## src/sv/x128_pkg.sv

```systemverilog
// Package for the xoroshiro128++ generator: operation codes, constants and
// the multiplier request type. No dependencies.
package x128_pkg;

	localparam int unsigned WordW = 64;
	localparam int unsigned BoundW = 31;

	localparam logic [63:0] Golden = 64'h9E3779B97F4A7C15;
	localparam logic [63:0] Silver = 64'h6A09E667F3BCC909;
	localparam logic [63:0] MixMul1 = 64'hBF58476D1CE4E5B9;
	localparam logic [63:0] MixMul2 = 64'h94D049BB133111EB;
	localparam logic [31:0] PosMulX = 32'd3129871;
	localparam logic [63:0] PosMulZ = 64'd116129781;
	localparam logic [63:0] PosMulH = 64'd42317861;
	localparam logic [63:0] PosMulL = 64'd11;

	localparam logic [0:0] RegFactoryLow = 1'b0;
	localparam logic [0:0] RegFactoryHigh = 1'b1;

	typedef enum logic [2:0] {
		KIND_SEED = 3'd0,
		KIND_RAW = 3'd1,
		KIND_POS = 3'd2,
		KIND_DRAW64 = 3'd3,
		KIND_DRAW53 = 3'd4,
		KIND_DRAW24 = 3'd5,
		KIND_BOUNDED = 3'd6,
		KIND_FORK = 3'd7
	} kind_t;

	// One multiply request to the shared unit
	typedef struct packed {
		logic [63:0] a;
		logic [63:0] b;
	} mul_req_t;

endpackage

```

## src/sv/x128_mul.sv

```systemverilog
// Shared 64x64 (low 64 bits) multiplier, built from three 32x32 partial products
// taken in turn. Depends on x128_pkg.
module x128_mul (
	input  logic                clk,
	input  logic                arst_n,
	input  logic                start,
	input  x128_pkg::mul_req_t  req,
	output logic                done,
	output logic [63:0]         product
);

	logic [1:0]  step_q;
	logic [31:0] al_q, ah_q, bl_q, bh_q;
	logic [63:0] acc_q;
	logic [31:0] cross_q;
	logic [63:0] pp;
	logic [31:0] mul_a, mul_b;

	// Pick the partial product for this step
	always_comb begin
		unique case (step_q)
			2'd1: begin
				mul_a = al_q;
				mul_b = bl_q;
			end
			2'd2: begin
				mul_a = al_q;
				mul_b = bh_q;
			end
			default: begin
				mul_a = ah_q;
				mul_b = bl_q;
			end
		endcase
	end

	assign pp = {32'd0, mul_a} * {32'd0, mul_b};

	// Step through low, cross terms
	always_ff @(posedge clk or negedge arst_n) begin
		if (!arst_n) begin
			step_q <= 2'd0;
		end else if (start) begin
			step_q <= 2'd1;
		end else if (step_q != 2'd0) begin
			step_q <= (step_q == 2'd3) ? 2'd0 : step_q + 2'd1;
		end
	end

	always_ff @(posedge clk) begin
		if (start) begin
			al_q <= req.a[31:0];
			ah_q <= req.a[63:32];
			bl_q <= req.b[31:0];
			bh_q <= req.b[63:32];
			cross_q <= 32'd0;
		end else if (step_q == 2'd1) begin
			acc_q <= pp;
		end else if (step_q == 2'd2) begin
			cross_q <= pp[31:0];
		end else if (step_q == 2'd3) begin
			acc_q <= {acc_q[63:32] + cross_q + pp[31:0], acc_q[31:0]};
		end
	end

	assign done = (step_q == 2'd0) && !start;
	assign product = acc_q;

endmodule

```

## config.mk

```make
export PLATFORM = sky130hd
export DESIGN_NAME = x128_mul
export DESIGN_NICKNAME = d
export VERILOG_FILES = /design/src/sv/x128_pkg.sv /design/src/sv/x128_mul.sv
export SDC_FILE = /design/constraint.sdc
export NUM_CORES = 2
export LEC_CHECK = 0
export BUFFER_PORTS_ARGS = -buffer_cell sky130_fd_sc_hd__buf_2
export CORE_AREA = 2 2 316 318
export CTS_CLUSTER_DIAMETER = 50
export DETAILED_ROUTE_END_ITERATION = 7
export DIE_AREA = 0 0 318 320
export PLACE_DENSITY = 0.68
export SYNTH_ARGS = -nofsm -noshare
export SYNTH_HDL_FRONTEND = slang
export SYNTH_SLANG_ARGS = --single-unit
```

## constraint.sdc

```tcl
create_clock -name clk -period 9.61 [get_ports clk]
set_clock_uncertainty 0.2 [all_clocks]
set_input_delay 0.961 -clock clk [delete_from_list [all_inputs] [get_ports clk]]
set_output_delay 0.961 -clock clk [all_outputs]
set_load 0.1 [all_outputs]
```

Word-level counts from Yosys, hierarchy flattened
Cells that the tools add are included.

operators by class
  bitwise operators = 2
  add/subtract/negate cells = 3
  multiplexer cells = 8
  reduce and logical (&&, ||, !) cells = 10
  multiply operators = 1
  equality and inequality tests = 4

operators by type and width
  cell                                                 number
  2-to-1 mux 64 bit                                    3
  adder 32 bit                                         2
  multiplier 32 x 32 -> 64 bit                         1
  2-to-1 mux 32 bit                                    2
  2-to-1 mux 2 bit                                     3
  nonzero test 2 bit                                   3
  equality test 2 bit, second input constant           2
  AND reduction 2 bit                                  2
  AND reduction 3 bit                                  1
  adder 2 x 1 -> 2 bit, second input constant          1
  equality test 2 x 1 -> 1 bit, second input constant  1
  zero test 2 bit                                      1
  inequality test 2 bit, second input constant         1
  inverter 1 bit                                       2
  OR reduction 2 bit                                   1
  logical AND 1 bit                                    1
  zero test 1 bit                                      1

storage, ports and cells
  input bits = 131
  word-level logic and storage cells = 36
  flip-flop bits (word level) = 226
  output and inout bits = 65

Depth between registers and ports, before layout
  depth in word-level cells = 8
  mapped depth = 42
  depth with buffers taken out = 39

Worst setup path after synthesis
No wires, ideal clock.

  path type = register -> register
  start = register step_q[0]
  end = register acc_q[63] (netlist: product[63]) (data pin)
  cell stages (with the launch flop) = 42
  buffers on the path = 3
  period minus slack after synthesis = 10.387 ns
  library setup time = 0.268 ns
  required time = 9.142 ns
  data arrival time = 9.919 ns
  path slack = -0.777 ns
  cell sequence = dfrtp_1 inv_1 ha_1 clkbuf_1 buf_1 mux2i_1 clkbuf_1 nor2_1 fa_1 inv_1 fa_1 fa_1 fa_1 inv_1 ha_1 ha_1 fa_1 inv_1 (+6 left out) a21oi_1 o21a_1 o21ai_1 a21oi_1 or3_1 and2_1 fa_1 ha_1 a21o_1 a21o_1 a21oi_1 o21ai_0 a21oi_2 o21ai_1 a21o_1 a21oi_2 xnor2_1 mux2i_1

between the ends
  word-level cells in the longest chain between the ends = 8
  elaborated cells on any way between the ends = 10
  those cells by class = 1 x add/sub; 1 x mul; 2 x eq/ne; 5 x mux; 1 x reduce/logical

ends and longest elaborated chain
  what                                                                        line            RTL
  start: declaration                                                          x128_mul.sv:12  logic [1:0] step_q;
  start signal: assignment                                                    x128_mul.sv:46  step_q <= (step_q == 2'd3) ? 2'd0 : step_q + 2'd1;
  equality test 2 x 1 -> 1 bit / equality test 2 bit (equally long branches)  x128_mul.sv:21  unique case (step_q)
  OR reduction 2 bit (no line)                                                --
  2-to-1 mux 32 bit                                                           x128_mul.sv:21
  multiplier 32 x 32 -> 64 bit (*)                                            x128_mul.sv:37  assign pp = {32'd0, mul_a} * {32'd0, mul_b};
  net pp[22]                                                                  x128_mul.sv:16  logic [63:0] pp;
  adder 32 bit (*)                                                            x128_mul.sv:62  acc_q <= {acc_q[63:32] + cross_q + pp[31:0], acc_q[31:0]};
  2-to-1 mux 64 bit (*)                                                       x128_mul.sv:61  end else if (step_q == 2'd3) begin
  2-to-1 mux 64 bit (*)                                                       x128_mul.sv:59  end else if (step_q == 2'd2) begin
  2-to-1 mux 64 bit (*)                                                       x128_mul.sv:57  end else if (step_q == 2'd1) begin
  end signal: assignment                                                      x128_mul.sv:58  acc_q <= pp;
  end signal: assignment                                                      x128_mul.sv:62
  end: declaration                                                            x128_mul.sv:14  logic [63:0] acc_q;

The timed path passes the listed nets; every way through them passes the cells marked *. The select of a mux whose other input is x is not followed.
A chain may end at the register's enable or synchronous reset.

Final worst setup path
Same ends and word-level chain as after synthesis.

==> impl_metrics.csv <==
group,metric,value,unit
run_status,status,"finished with violations",
run_status,violations,"negative setup slack",
sta,timing.slew.headroom,38.6,%
detailed_routing,route.detailed.drc,0,
setup_path,crit_path_top_delay_cell,"sky130_fd_sc_hd__fa_1",
final_layout,flow.area_growth_from_synthesis,20.6,%
sta,slack_of_the_critical_path,-171,ps
sta,setup_violation_total_in_the_final_timing_report,8,
detailed_routing,drtAntennaViolNets,0,
logic_synthesis,yosys.cell_types.count,80,
setup_path,worstPathRequired,9750,ps
detailed_routing,drt_wl_total,147000,um
setup_path,critical_path.max_stage_delay,580,ps
logic_synthesis,synth.ff_latch_count,226,
setup_path,cp_data_arrival_time,9920,ps
setup_path,critical_path.most_common_cell,"sky130_fd_sc_hd__fa_1",
logic_synthesis,synth_enable_flop_cells,192,
clocking,tritoncts.num_buffers,34,
placement,hpwl,124000,um
placement,place.detailed.instances,6270,
setup_path,crit_end,"product[63]",
final_layout,fin_cells,6399,
clocking,cts_tree,"done",
setup_path,worstPathMaxFanout,7,
placement,routabilityCongestion,1.05,
final_layout,final_std_cell_area_no_fill,51900,um2
clocking,clkLatencyLatePin,630,ps
logic_synthesis,synthesis.instances,4485,
sta,min_period_over_period,102,%
setup_path,critPathBufInv,11,
sta,timing.fmax,102,MHz
sta,report.final.slew_viol_count,0,
logic_synthesis,synth_async_sr_flop_share,0.885,%
logic_synthesis,yosysSeqAreaShare,15.0,%
detailed_routing,routed_wire_length_per_instance,23.0,um
clocking,clkSinkCount,226,
logic_synthesis,synth_area_per_cell,9.58,um2
placement,placed_area,49000,um2
worst_hold_path,worst_hold_path.num_cells,2,
setup_path,rrSetupSlack,-170,ps
die,std_cell_rows,115,
detailed_routing,vias_per_cell,5.35,
clocking,ctsHtreeMaxLevel,2,
logic_synthesis,ys_dominant_reg_cell,"sky130_fd_sc_hd__edfxtp_1",
setup_path,cp-startpoint,"step_q[0]",
global_routing,grt_start_max_net_pins,71,
final_layout,final_cell_mix,"931 x sky130_fd_sc_hd__inv_1, 908 x sky130_fd_sc_hd__fa_1, 621 x sky130_fd_sc_hd__nand2_1",
die,design.core.area,98000,um2
clocking,path_clk_slew,60,ps
setup_path,critical-path-top-delay-family,"adder cells",
setup_path,worstRegToRegCells,40,
clocking,ctsLongestPathBuffers,3,
final_layout,drive_gt1_share,21.4,%
setup_path,critical_path.endpoint_type,"register",
logic_synthesis,yosys_warnings,0,
final_layout,multiInputGateArea,33300,um2
final_layout,final.fill_count,8745,
final_layout,utilization,52.9,%
die,boundaryPins,196,
sta,rsz0062_at_grt,"yes",
detailed_routing,drt-initial-drc-count,2997,
sta,tightestPinTransition,921,ps
setup_path,rr_startpoint,"step_q[0]",
setup_path,timing.setup.critical_path_class,"register to register",
run,max_cap_viol_count,0,
global_routing,grt_pass1_vias,36600,
logic_synthesis,synth_fp_nets,5841,
logic_synthesis,syn_area,43000,um2
final_layout,commonest_non_fill_non_tap_cell_in_the_layout,"sky130_fd_sc_hd__inv_1",
sta,period_minus_slack,9780,ps
global_routing,antenna_found_initial,3,
worst_hold_path,holdCritPathClass,"register to register",
detailed_routing,dr_vias,34300,
clocking,ctsRootBufferMaster,"sky130_fd_sc_hd__clkbuf_16",
setup_path,crit_cells,40,
global_routing,wire_length_of_the_first_global_routing_pass,221000,um
final_layout,number_of_nets_in_the_final_layout,6440,
detailed_routing,drt-pass1-iter-count,8,
die,die_area,102000,um2
global_routing,grtUsageTotal,29.3,%
setup_path,timing.critical_path.from_type,"register",
die,initial_core_utilization,43.9,%
global_routing,globalRouteOverflowTotal,0,
die,chipHeight,320,um
setup_path,worst_r2r_endpoint,"product[63]",
placement,port_buffers,195,
sta,hold_viol,0,
final_layout,sequential_cell_area,6460,um2
die,fp.dieW,318,um
Yosys cell counts (all sizes together) (4+ instances only):
| cell | instances | share of area (%) |
|---|---|---|
| a31oi | 8 | 0.17 |
| o22ai | 4 | 0.073 |
| o21ai | 71 | 0.87 |
| inv | 944 | 8.2 |
| nand4 | 20 | 0.29 |
| o21bai | 11 | 0.20 |
| xnor2 | 49 | 1.0 |
| a21oi | 116 | 1.4 |
| nand2b | 24 | 0.37 |
| xor2 | 35 | 0.71 |
| and2 | 29 | 0.43 |
| o211ai | 5 | 0.087 |
| a311oi | 4 | 0.11 |
| dfxtp | 32 | 1.5 |
| buf | 25 | 0.33 |
| and3 | 15 | 0.22 |
| a211oi | 17 | 0.33 |
| edfxtp | 192 | 13 |
| nor2 | 552 | 4.8 |
| nor2b | 8 | 0.12 |
| and4 | 5 | 0.10 |
| clkbuf | 176 | 1.5 |
| nor3 | 10 | 0.12 |
| nand3 | 19 | 0.23 |
| nand2 | 625 | 5.5 |
| o31ai | 6 | 0.13 |
| ha | 297 | 8.6 |
| a21boi | 4 | 0.070 |
| or3 | 5 | 0.073 |
| fa | 928 | 43 |
| mux2 | 62 | 1.6 |
| mux2i | 98 | 2.3 |
| a21o | 42 | 0.74 |
| o21a | 14 | 0.24 |
sequential cells by signal, indices dropped and copies added, names as in the netlist:
register  flops
bl_q         32
cross_q      32
product      64
bh_q         32
ah_q         32
al_q         32
step_q        2
worst min-delay path by stage:
stage,start,end,slack [ps]
final,cross_q[0],cross_q[0],280
after global routing,cross_q[0],cross_q[0],290
after CTS,cross_q[0],cross_q[0],280
after detailed placement,cross_q[0],cross_q[0],270
after global placement,cross_q[0],cross_q[0],260
after floorplan,cross_q[0],cross_q[0],250
metrics by stage:
step,TNS (ps),worst slack (ps),hold slack (ps)
CTS,-136,-77.7,276
finish,-832,-171,275
global placement,-2260,-376,259
detailed placement,-3140,-486,266
floorplan,0,11.2,246
global route,-4330,-468,291
kinds of logic after synthesis:
logic type	count (synthesis)	share of synthesized area, %
simple gates	1318	12.4
buf+inv	1146	10.1
mux	160	3.91
xor+xnor	84	1.71
flops	226	15.0
fa+ha+maj	1225	51.9
compound gates	326	5.01
final cells by class:
type	instances	area share (%)
diodes	3	0.0145
repair buffers	765	11.2
clock buffers	37	1.68
inverters	944	6.83
flip-flops and latches	226	12.5
well taps	1287	3.11
clock inverters	24	0.485
multi-input cells	3113	64.3
worst min-delay path, stage by stage, from the launching register on:
cell and delay (ps):
sky130_fd_sc_hd__dfxtp_1 310, sky130_fd_sc_hd__nand2b_1 60, sky130_fd_sc_hd__a21oi_1 50
metal layers:
| metal | wire length, um | vias up | GRT usage (%) |
|---|---|---|---|
| met2 | 69100 | 1717 | 47.5 |
| met4 | 11100 | 0 | 18.2 |
| li1 | - | 14700 | - |
| met3 | 13700 | 493 | 6.68 |
| met5 | 0 | - | 0 |
| met1 | 53000 | 17300 | 35.6 |
timing repair:
action / CTS / global route
gates resized for setup: 162 / 87
setup buffers: 49 / 20
pin swaps: 74 / 64
cloned: 2 / 0
hold buffers: 1 / 0
endpoints found under the hold margin: 2 / 0
endpoints found under the setup margin: 13 / 19
Power is not shown: default switching activity piles up to over one toggle a cycle in this logic, so the estimate is an artifact.
